`src/hw/rtl/fixed_point_alu_q32_macros.svh`:
```
// Assertion macros shared by the RTL files.
`ifndef FIXED_POINT_ALU_Q32_MACROS_SVH
`define FIXED_POINT_ALU_Q32_MACROS_SVH

// Implication checked on every clock edge outside reset.
`define FPA_ASSERT_IMP(label, clk, rst_n, ante, cons, msg) \
  label: assert property (@(posedge clk) disable iff (!rst_n) (ante) |-> (cons)) \
    else $error(msg);

// Implication checked in the cycle after the antecedent.
`define FPA_ASSERT_NEXT(label, clk, rst_n, ante, cons, msg) \
  label: assert property (@(posedge clk) disable iff (!rst_n) (ante) |=> (cons)) \
    else $error(msg);

`endif

```
`src/hw/rtl/fpa_pkg.sv`:
```
package fpa_pkg;

  localparam int unsigned FracBits   = 16;
  localparam int unsigned DataW      = 32;
  localparam int unsigned WideW      = 64;
  localparam int unsigned SqrtRounds = 10;
  localparam int unsigned RoundW     = 4;
  localparam int unsigned DivCntW    = 7;

  localparam logic [DataW-1:0] One = DataW'(1) << FracBits;
  localparam logic [DataW-1:0] Eps = DataW'(1) << (FracBits - 4);

  typedef enum logic [2:0] {
    OpAdd    = 3'd0,
    OpSub    = 3'd1,
    OpMul    = 3'd2,
    OpDiv    = 3'd3,
    OpSquare = 3'd4,
    OpAbs    = 3'd5,
    OpSqrt   = 3'd6,
    OpNone   = 3'd7
  } op_e;

  typedef struct packed {
    logic             start;
    logic [DataW-1:0] dividend;
    logic [DataW-1:0] divisor;
  } div_req_t;

  typedef struct packed {
    logic             busy;
    logic             done;
    logic [DataW-1:0] quotient;
  } div_rsp_t;

endpackage

```
`src/hw/rtl/fpa_if.sv`:
```
interface fpa_in_if;
  import fpa_pkg::*;
  logic             valid;
  logic             ready;
  logic [2:0]       op;
  logic signed [DataW-1:0] a;
  logic signed [DataW-1:0] b;
  modport source (output valid, output op, output a, output b, input ready);
  modport sink   (input valid, input op, input a, input b, output ready);
endinterface

interface fpa_out_if;
  import fpa_pkg::*;
  logic             valid;
  logic             ready;
  logic signed [DataW-1:0] result;
  modport source (output valid, output result, input ready);
  modport sink   (input valid, input result, output ready);
endinterface

```
`src/hw/rtl/fpa_divider.sv`:
```
`include "fixed_point_alu_q32_macros.svh"
// Radix-2 restoring divider: (dividend << FracBits) / divisor, toward zero.
module fpa_divider (
  input  logic               clk_i,
  input  logic               rst_ni,
  input  fpa_pkg::div_req_t  req_i,
  output fpa_pkg::div_rsp_t  rsp_o
);
  import fpa_pkg::*;

  logic [DivCntW-1:0] cnt_q, cnt_d;
  logic               busy_q, busy_d, done_q, done_d, neg_q, neg_d;
  logic [WideW-1:0]   num_q, num_d;
  logic [DataW-1:0]   rem_q, rem_d;
  logic [DataW-1:0]   den_q, den_d;
  logic [DataW-1:0]   quo_q, quo_d;
  logic [WideW-1:0]   num_abs;
  logic [DataW:0]     trial;
  logic [DataW:0]     rem_sh;
  logic [WideW-1:0]   q_mag;

  always_comb begin
    num_abs = WideW'($signed(req_i.dividend)) << FracBits;
    if (req_i.dividend[DataW-1]) num_abs = WideW'(0) - num_abs;
    rem_sh  = {rem_q, num_q[WideW-1]};
    trial   = rem_sh - {1'b0, den_q};
    q_mag   = {num_q[WideW-2:0], ~trial[DataW]};
    busy_d = busy_q; done_d = 1'b0; cnt_d = cnt_q; neg_d = neg_q;
    num_d = num_q; rem_d = rem_q; den_d = den_q; quo_d = quo_q;
    if (req_i.start) begin
      busy_d = 1'b1;
      cnt_d  = '0;
      neg_d  = req_i.dividend[DataW-1] ^ req_i.divisor[DataW-1];
      num_d  = num_abs;
      rem_d  = '0;
      den_d  = req_i.divisor[DataW-1] ? DataW'(0) - req_i.divisor : req_i.divisor;
      if (req_i.divisor == '0) begin
        busy_d = 1'b0; done_d = 1'b1; quo_d = '0;
      end
    end else if (busy_q) begin
      // The remainder stays below the divisor, so it always fits in DataW bits.
      rem_d = trial[DataW] ? rem_sh[DataW-1:0] : trial[DataW-1:0];
      num_d = q_mag;
      cnt_d = cnt_q + DivCntW'(1);
      if (cnt_q == DivCntW'(WideW - 1)) begin
        busy_d = 1'b0; done_d = 1'b1;
        quo_d  = neg_q ? DataW'(0) - q_mag[DataW-1:0] : q_mag[DataW-1:0];
      end
    end
  end

  always_ff @(posedge clk_i or negedge rst_ni) begin
    if (!rst_ni) begin
      busy_q <= 1'b0; done_q <= 1'b0; cnt_q <= '0;
    end else begin
      busy_q <= busy_d; done_q <= done_d; cnt_q <= cnt_d;
    end
  end

  always_ff @(posedge clk_i) begin
    neg_q <= neg_d; num_q <= num_d; rem_q <= rem_d; den_q <= den_d; quo_q <= quo_d;
  end

  assign rsp_o.busy     = busy_q;
  assign rsp_o.done     = done_q;
  assign rsp_o.quotient = quo_q;

  `FPA_ASSERT_IMP(a_no_done_busy, clk_i, rst_ni, done_q, !busy_q, "done while busy")
  `FPA_ASSERT_IMP(a_cnt_idle, clk_i, rst_ni, !busy_q, cnt_q <= DivCntW'(WideW), "count")
  `FPA_ASSERT_NEXT(a_zero_div, clk_i, rst_ni, req_i.start && req_i.divisor == '0,
    done_q && quo_q == '0, "divide by zero")
endmodule

```
`src/hw/rtl/fixed_point_alu_q32.sv`:
```
// Path from acceptance to result word: add, sub, abs and unused codes write the result register
// directly; multiply and square pass the product register; divide runs a 64-step radix-2 loop,
// cut short on a zero divisor. Square root takes up to 10 rounds, each one divider run.
// Throughput: one word at a time; the next word is taken the cycle after the result leaves.
// Reset (rst_ni, asynchronous, active low) returns the sequencer to idle with no result held.
`include "fixed_point_alu_q32_macros.svh"
module fixed_point_alu_q32 (
  input  logic clk_i,
  input  logic rst_ni,
  fpa_in_if.sink    in_i,
  fpa_out_if.source out_o
);
  import fpa_pkg::*;

  typedef enum logic [2:0] {
    StIdle, StMul, StDivWait, StSqChk, StSqDiv, StOut
  } state_e;

  state_e             state_q;
  logic [2:0]         op_q;
  logic [DataW-1:0]   a_q, b_q, x_q, y_q, res_q;
  logic [RoundW-1:0]  rnd_q;
  logic [WideW-1:0]   prod_q;
  logic               start_q;
  div_req_t           dreq;
  div_rsp_t           drsp;

  logic [DataW-1:0]   diff, adiff, xy_sum, half;
  logic [WideW-1:0]   prod_sh;
  logic [WideW-1:0]   mul_full;

  // The divider is shared by divide and every square-root round.
  fpa_divider u_div (.clk_i, .rst_ni, .req_i(dreq), .rsp_o(drsp));

  always_comb begin
    diff    = x_q - y_q;
    adiff   = diff[DataW-1] ? DataW'(0) - diff : diff;
    xy_sum  = x_q + y_q;
    // Halving toward zero: add one to negative sums before the shift.
    half    = DataW'(($signed(xy_sum) + $signed(DataW'(xy_sum[DataW-1]))) >>> 1);
    prod_sh = WideW'($signed(prod_q) >>> FracBits);
    // Both operands are signed, so they are sign-extended to the full product width.
    mul_full = $signed(in_i.a) * $signed((op_e'(in_i.op) == OpSquare) ? in_i.a : in_i.b);
    dreq.start    = start_q;
    dreq.dividend = a_q;
    dreq.divisor  = (op_q == OpDiv) ? b_q : x_q;
  end

  always_ff @(posedge clk_i or negedge rst_ni) begin
    if (!rst_ni) begin
      state_q <= StIdle;
      start_q <= 1'b0;
    end else begin
      start_q <= 1'b0;
      unique case (state_q)
        StIdle: begin
          if (in_i.valid) begin
            op_q <= in_i.op; a_q <= in_i.a; b_q <= in_i.b;
            x_q <= in_i.a; y_q <= One; rnd_q <= '0;
            unique case (op_e'(in_i.op))
              OpAdd: begin res_q <= in_i.a + in_i.b; state_q <= StOut; end
              OpSub: begin res_q <= in_i.a - in_i.b; state_q <= StOut; end
              OpMul: begin
                prod_q <= mul_full; state_q <= StMul;
              end
              OpSquare: begin
                prod_q <= mul_full; state_q <= StMul;
              end
              OpDiv: begin start_q <= 1'b1; state_q <= StDivWait; end
              OpAbs: begin
                res_q <= in_i.a[DataW-1] ? DataW'(0) - in_i.a : in_i.a; state_q <= StOut;
              end
              OpSqrt: begin
                if ($signed(in_i.a) <= 0) begin res_q <= '0; state_q <= StOut; end
                else state_q <= StSqChk;
              end
              default: begin res_q <= '0; state_q <= StOut; end
            endcase
          end
        end
        StMul: begin res_q <= prod_sh[DataW-1:0]; state_q <= StOut; end
        StDivWait: begin
          if (drsp.done) begin res_q <= drsp.quotient; state_q <= StOut; end
        end
        StSqChk: begin
          // The most negative difference wraps and counts as not above eps.
          if ($signed(adiff) > $signed(Eps) && rnd_q < RoundW'(SqrtRounds)) begin
            x_q <= half; rnd_q <= rnd_q + RoundW'(1);
            start_q <= 1'b1; state_q <= StSqDiv;
          end else begin
            res_q <= x_q; state_q <= StOut;
          end
        end
        StSqDiv: begin
          if (drsp.done) begin y_q <= drsp.quotient; state_q <= StSqChk; end
        end
        StOut: begin
          if (out_o.ready) state_q <= StIdle;
        end
        default: state_q <= StIdle;
      endcase
    end
  end

  assign in_i.ready   = (state_q == StIdle);
  assign out_o.valid  = (state_q == StOut);
  assign out_o.result = res_q;

  `FPA_ASSERT_IMP(a_excl, clk_i, rst_ni, out_o.valid, !in_i.ready, "ready during output")
  `FPA_ASSERT_IMP(a_rounds, clk_i, rst_ni, state_q == StSqChk, rnd_q <= RoundW'(SqrtRounds),
    "too many rounds")
  `FPA_ASSERT_NEXT(a_start, clk_i, rst_ni, start_q, drsp.busy || drsp.done, "divider idle")
endmodule

```
`src/flat_wrapper.sv`:
```
// flat-port wrapper written by rule: the top's interface ports become plain ports
module fixed_point_alu_q32_flat import fpa_pkg::*;
  (clk_i, rst_ni, in_i_valid, in_i_op, in_i_a, in_i_b, in_i_ready, out_o_valid, out_o_result, out_o_ready);
  fpa_in_if in_i_i ();
  fpa_out_if out_o_i ();
  input  logic clk_i;
  input  logic rst_ni;
  input wire logic [$bits(in_i_i.valid)-1:0] in_i_valid;
  input wire logic [$bits(in_i_i.op)-1:0] in_i_op;
  input wire logic [$bits(in_i_i.a)-1:0] in_i_a;
  input wire logic [$bits(in_i_i.b)-1:0] in_i_b;
  output wire logic [$bits(in_i_i.ready)-1:0] in_i_ready;
  output wire logic [$bits(out_o_i.valid)-1:0] out_o_valid;
  output wire logic [$bits(out_o_i.result)-1:0] out_o_result;
  input wire logic [$bits(out_o_i.ready)-1:0] out_o_ready;
  assign in_i_i.valid = in_i_valid;
  assign in_i_i.op = in_i_op;
  assign in_i_i.a = in_i_a;
  assign in_i_i.b = in_i_b;
  assign in_i_ready = in_i_i.ready;
  assign out_o_valid = out_o_i.valid;
  assign out_o_result = out_o_i.result;
  assign out_o_i.ready = out_o_ready;
  fixed_point_alu_q32 u_core (.clk_i(clk_i), .rst_ni(rst_ni), .in_i(in_i_i), .out_o(out_o_i));
endmodule
```
`config.mk`:
```
export PLATFORM = sky130hd
export DESIGN_NAME = fixed_point_alu_q32_flat
export DESIGN_NICKNAME = d
export VERILOG_FILES = /design/src/hw/rtl/fpa_pkg.sv /design/src/hw/rtl/fpa_if.sv /design/src/hw/rtl/fpa_divider.sv /design/src/hw/rtl/fixed_point_alu_q32.sv /design/src/flat_wrapper.sv
export VERILOG_INCLUDE_DIRS = /design/src /design/src/hw/rtl
export SDC_FILE = /design/constraint.sdc
export NUM_CORES = 2
export LEC_CHECK = 0
export ABC_AREA = 1
export BUFFER_PORTS_ARGS = -buffer_cell sky130_fd_sc_hd__buf_2
export CAP_MARGIN = 10
export CORE_AREA = 2 2 379 381
export CTS_BUF_LIST = sky130_fd_sc_hd__clkbuf_16
export DETAILED_ROUTE_END_ITERATION = 7
export DIE_AREA = 0 0 381 383
export GPL_TIMING_DRIVEN = 0
export PLACE_DENSITY_LB_ADDON = 0.08
export SLEW_MARGIN = 15
export SYNTH_ARGS = -nofsm -noshare
export SYNTH_HDL_FRONTEND = slang
export SYNTH_SLANG_ARGS = --single-unit
```
`constraint.sdc`:
```
create_clock -name clk_i -period 9.12 [get_ports clk_i]
set_input_delay 2.736 -clock clk_i [delete_from_list [all_inputs] [get_ports clk_i]]
set_output_delay 2.736 -clock clk_i [all_outputs]
set_load 0.05 [all_outputs]
```
# Yosys cells after proc, flatten, opt, wreduce, memory -nomap -nowiden
# Index checks and enable logic that the tools add are counted.
# op_classes
addsub	13
n_mul	1
magnitude_cmp	3
n_eq_ne	22
muxes	50
bitwise_logic	2
reduce_logical	18
# op_table
cell	count
$mux W32	17
$mux W64	3
$pmux W32 S5	1
$pmux W32 S2	2
$pmux W32 S4	1
$sub A1 B32 Y32 const A	4
$add A32 B32 Y32	2
$sub A32 B32 Y32	2
$sub A1 B48 Y49 const A	1
$mul A32 B32 Y48	1
$sub A33 B32 Y33	1
$add A32 B2 Y32	1
$gt A32 B14 Y1 const B	1
$le A32 B1 Y1 const B	1
$logic_not A32 Y1	1
$mux W31	1
$pmux W3 S6	1
$reduce_and A4 Y1	4
$eq A3 B2 Y1 const B	5
$eq A3 B3 Y1 const B	5
$mux W3	5
$mux W7	2
$mux W1	12
$ne A2 B2 Y1 const B	6
other kinds (21)	29
# word_totals
reg_bits	389
out_inout_bits	34
wordCells	128

# Depth between registers and ports, before layout
# depth
depth_word	7
depth_mapped	42
ltp_nobuf	39

# Cells and area by module
# Synthesis repeated with hierarchy kept, for this count alone.
# hier_totals
cells_unflattened	7189
area_unflattened_um2	57151.1
# by_module_without_submodules
module	n_inst	cells_per_inst	area_each_um2
fixed_point_alu_q32	1	5820	46319.4
fpa_divider	1	1369	10831.6

# Worst setup path before layout
# No wires, ideal clock.
# synth_timing
kind	input -> register
from	input port in_i_op[0]
to	register u_core.prod_q[41], data pin
arrival_time_ns	10.059
required_time_ns	8.855
slack_ns	-1.204
stages	33
path_buffers	5
path_cell_list	nor2_1 -> nand2_2 -> buf_2 -> buf_2 -> buf_1 -> a21oi_1 -> clkbuf_1 -> clkbuf_1 -> nor2_1 -> fa_1 -> fa_1 -> fa_1 -> inv_1 -> fa_1 -> inv_1 -> fa_1 -> inv_1 -> fa_1 -> inv_1 -> fa_1 -> fa_1 -> ha_1 -> nand2_1 -> nor2_1 -> a211oi_1 -> o2111ai_1 -> nand3_1 -> nand2_1 -> nand3_1 -> nand2_1 -> a21oi_1 -> o21ai_0 -> xor2_1
# synth_via
elab_chain_len	3
# synth_rtl
element	line	source
from (decl)	flat_wrapper.sv:9	input wire logic [$bits(in_i_i.op)-1:0] in_i_op;
$eq A3 B3 Y1	fixed_point_alu_q32.sv:43	mul_full = $signed(in_i.a) * $signed((op_e'(in_i.op) == OpSquare) ? in_i.a : in_i.b);
$mux W32	fixed_point_alu_q32.sv:43	
$mul A32 B32 Y48	fixed_point_alu_q32.sv:43	
via u_core.mul_full[41]	fixed_point_alu_q32.sv:30	logic [WideW-1:0] mul_full;
to (signal assigned)	fixed_point_alu_q32.sv:64	prod_q <= mul_full; state_q <= StMul;
to (signal assigned)	fixed_point_alu_q32.sv:67	prod_q <= mul_full; state_q <= StMul;
to (decl)	fixed_point_alu_q32.sv:23	logic [WideW-1:0] prod_q;
# The timed path passes the listed nets, and every way through them passes these cells.
# A chain may end at the register's enable or synchronous reset.

# Worst setup path after layout
# layout_timing
from	input port in_i_a[20]
to	register u_core.prod_q[47], data pin
# layout_via
elab_chain_len	2
# layout_rtl
element	line	source
from (decl)	flat_wrapper.sv:10	input wire logic [$bits(in_i_i.a)-1:0] in_i_a;
$mux W32	fixed_point_alu_q32.sv:43	
$mul A32 B32 Y48 *	fixed_point_alu_q32.sv:43	
via u_core.mul_full[47]	fixed_point_alu_q32.sv:30	
# The timed path passes the listed nets; every way through them passes the cells marked *.

==> qor.csv <==
metric,value,unit
die_x,381,um
drtAntennaViolNets,0,
clockRootBuffer,clkbuf_16,
dp_hpwl,210000,um
synth_edf_count,328,
hold_path.class,reg -> reg,
fin_ws,-1010,ps
die-area,146000,um^2
antenna_found_initial,16,
synthesis.nets,8298,
arrival,10450,ps
drc,0,
placedCellCount,9115,
critPathKind,in -> reg,
vias,50791,
synth-seq-cells,373,
netlist_instances,7088,
synthArstFlopShare,3.49,%
cts_sinks,373,
drv_cap,0,
synth_top_cell_by_area,fa_1,
period_needed,10130,ps
violations,setup timing,
r2r_slack,3320,ps
tightest_slew,1330,ps
wl_per_cell,27.8,um
fin_nets,8638,
drt-vias-per-instance,5.42,
clock_skew,40.3,ps
syn_area_per_cell,7.95,um^2
yosys_warnings,0,
synth_top_area_share,29.9,%
area_growth,16.7,%
status,"finished, violations left",
max_freq,98.8,MHz
hold_viol,0,
tritoncts,built,
setup_violations,30,
grt_max_degree,42,
start_util,39.6,%
first_iter_violations,4880,
clk_latency,610,ps
path_clk_slew,60,ps
drt-total-wl,260000,um
coreArea,142000,um^2
final_common_cell,inv_1,
cts_buffer_depth,3,
final_cells,9365,
grt_pass1_wl,366000,um
rows,139,
cts-htree-levels,2,
utilization,46.2,%
ys_types,69,
post-route-period-util,111,%
grt_pass1_vias,51129,
synth_flop_cell,edfxtp_1,
numCtsBuffers,42,
first_pass_iters,6,
die_height,383,um
grt.total_usage,35.5,%
overflow,0,
slew_headroom,11.4,%
slew_violations,0,
pin_count,105,
worstSetupStartpointType,input pin,
ys_seq_area_share,19.2,%
cp.required,9440,ps
port_buffers,104,
crit_fanout,11,
layout_common_cells,"1390 x inv_1, 1346 x nand2_1, 881 x nor2_1, 785 x fa_1, 328 x edfxtp_1",
worstSetupEndpointType,flip-flop,
synthesis.area,56400,um^2
gp_congestion,1.05,
rsz0062_at_grt,true,
drive_gt1_share,13.6,%
synth_area_leaders,"fa_1 30%, edfxtp_1 17%, inv_1 9.5%",
==> cells in the mapped netlist, types with 36 or more instances <==
cell	number
inv_1	1431
nand2_1	1384
nor2_1	919
fa_1	842
edfxtp_1	328
ha_1	297
a21oi_1	275
o21ai_0	252
clkbuf_1	213
nand3_1	211
xor2_1	182
nor3_1	69
xnor2_1	69
nand4_1	65
o21ai_1	40
a31oi_1	36
==> registers in the layout, summed over array words and instances (netlist names) <==
register	count
u_core.y_q	32
u_core.a_q	32
u_core.start_q	1
u_core.rnd_q	4
u_core.x_q	32
u_core.u_div.neg_q	1
u_core.prod_q	32
u_core.u_div.done_q	1
u_core.state_q	3
u_core.op_q	3
u_core.u_div.rem_q	32
u_core.b_q	32
u_core.u_div.busy_q	1
u_core.u_div.quo_q	32
u_core.out_o.result	32
u_core.u_div.num_q	64
u_core.u_div.den_q	32
u_core.u_div.cnt_q	7
==> critical path, cell delays in order <==
cell and delay, ps:
buf_2 520, clkinv_4 390, clkbuf_4 420, nor2_1 210
fa_1 470, fa_1 600, inv_1 80, fa_1 510
fa_1 510, inv_1 50, fa_1 540, fa_2 630
fa_2 470, fa_2 680, ha_4 280, a21oi_4 240
o21ai_1 130, a21oi_1 250, o221ai_1 140, a21oi_1 190
nand2_2 130, xor2_2 210
==> layer usage <==
metal  global-route usage (%)  up-vias  share of wire [%]
met4                     22.9       12                7.9
li1                         -    22471                  -
met5                        0        -              0.030
met1                     43.7    25218                 38
met3                     6.93      707                8.2
met2                     57.0     2383                 45
==> per-stage QoR <==
stage | hold WS (ps) | worst slack, ps | setup TNS [ps] | cell area, um^2
finish | 464 | -1010 | -19300 | 65800
floorplan | 425 | -524 | -7220 | 56700
detailed placement | 449 | -4450 | -114650 | 59900
global placement | 454 | -4400 | -263260 | 59600
global route | 478 | -1070 | -22960 | 65700
CTS | 458 | -883 | -17380 | 65000
==> worst paths after layout <==
| kind | startpoint | endpoint | cells past startpoint |
|---|---|---|---|
| setup / recovery | in_i_a[20] | u_core.prod_q[47] | 22 |
| hold / removal | u_core.u_div.cnt_q[5] | u_core.u_div.cnt_q[5] | 1 |
| setup reg to reg | u_core.u_div.num_q[63] | u_core.u_div.quo_q[28] | 36 |
| hold reg to reg | u_core.u_div.cnt_q[5] | u_core.u_div.cnt_q[5] | 1 |
| max in group asynchronous | rst_ni | u_core.start_q | 1 |
| min in group asynchronous | rst_ni | u_core.u_div.done_q | 1 |
==> timing repair <==
item / CTS / global route
pin swaps: 117 / 73
gates resized for setup: 567 / 147
hold buffers: 0 / 0
setup endpoints to repair: 32 / 34
cloned: 3 / 0
setup buffers: 161 / 29
==> kinds of logic (layout without fill, tap and decap cells) <==
kind of cell    count (synthesis)  after routing  share of synthesized area [%]
compound gates                773            773                           7.80
simple gates                 2785           2785                           20.5
mux                             2              2                         0.0355
xor+xnor                      256            256                           4.05
buf+inv                      1760           2129                           11.9
fa+ha+maj                    1139           1139                           36.5
flops                         373            373                           19.2
other cells                     0              5                              0
==> cell type report <==
class,count,area (um^2)
fillers,14571,76500
multi-input cells,4955,40600
flip-flops and latches,373,10800
inverters,1486,5720
repair buffers,311,2670
well taps,1903,2380
plain buffers,259,2060
clock buffers,43,1080
clock inverters,30,375
diodes,5,12.5
Power is not shown: default switching activity piles up to over one toggle a cycle in this logic, so the estimate is an artifact.
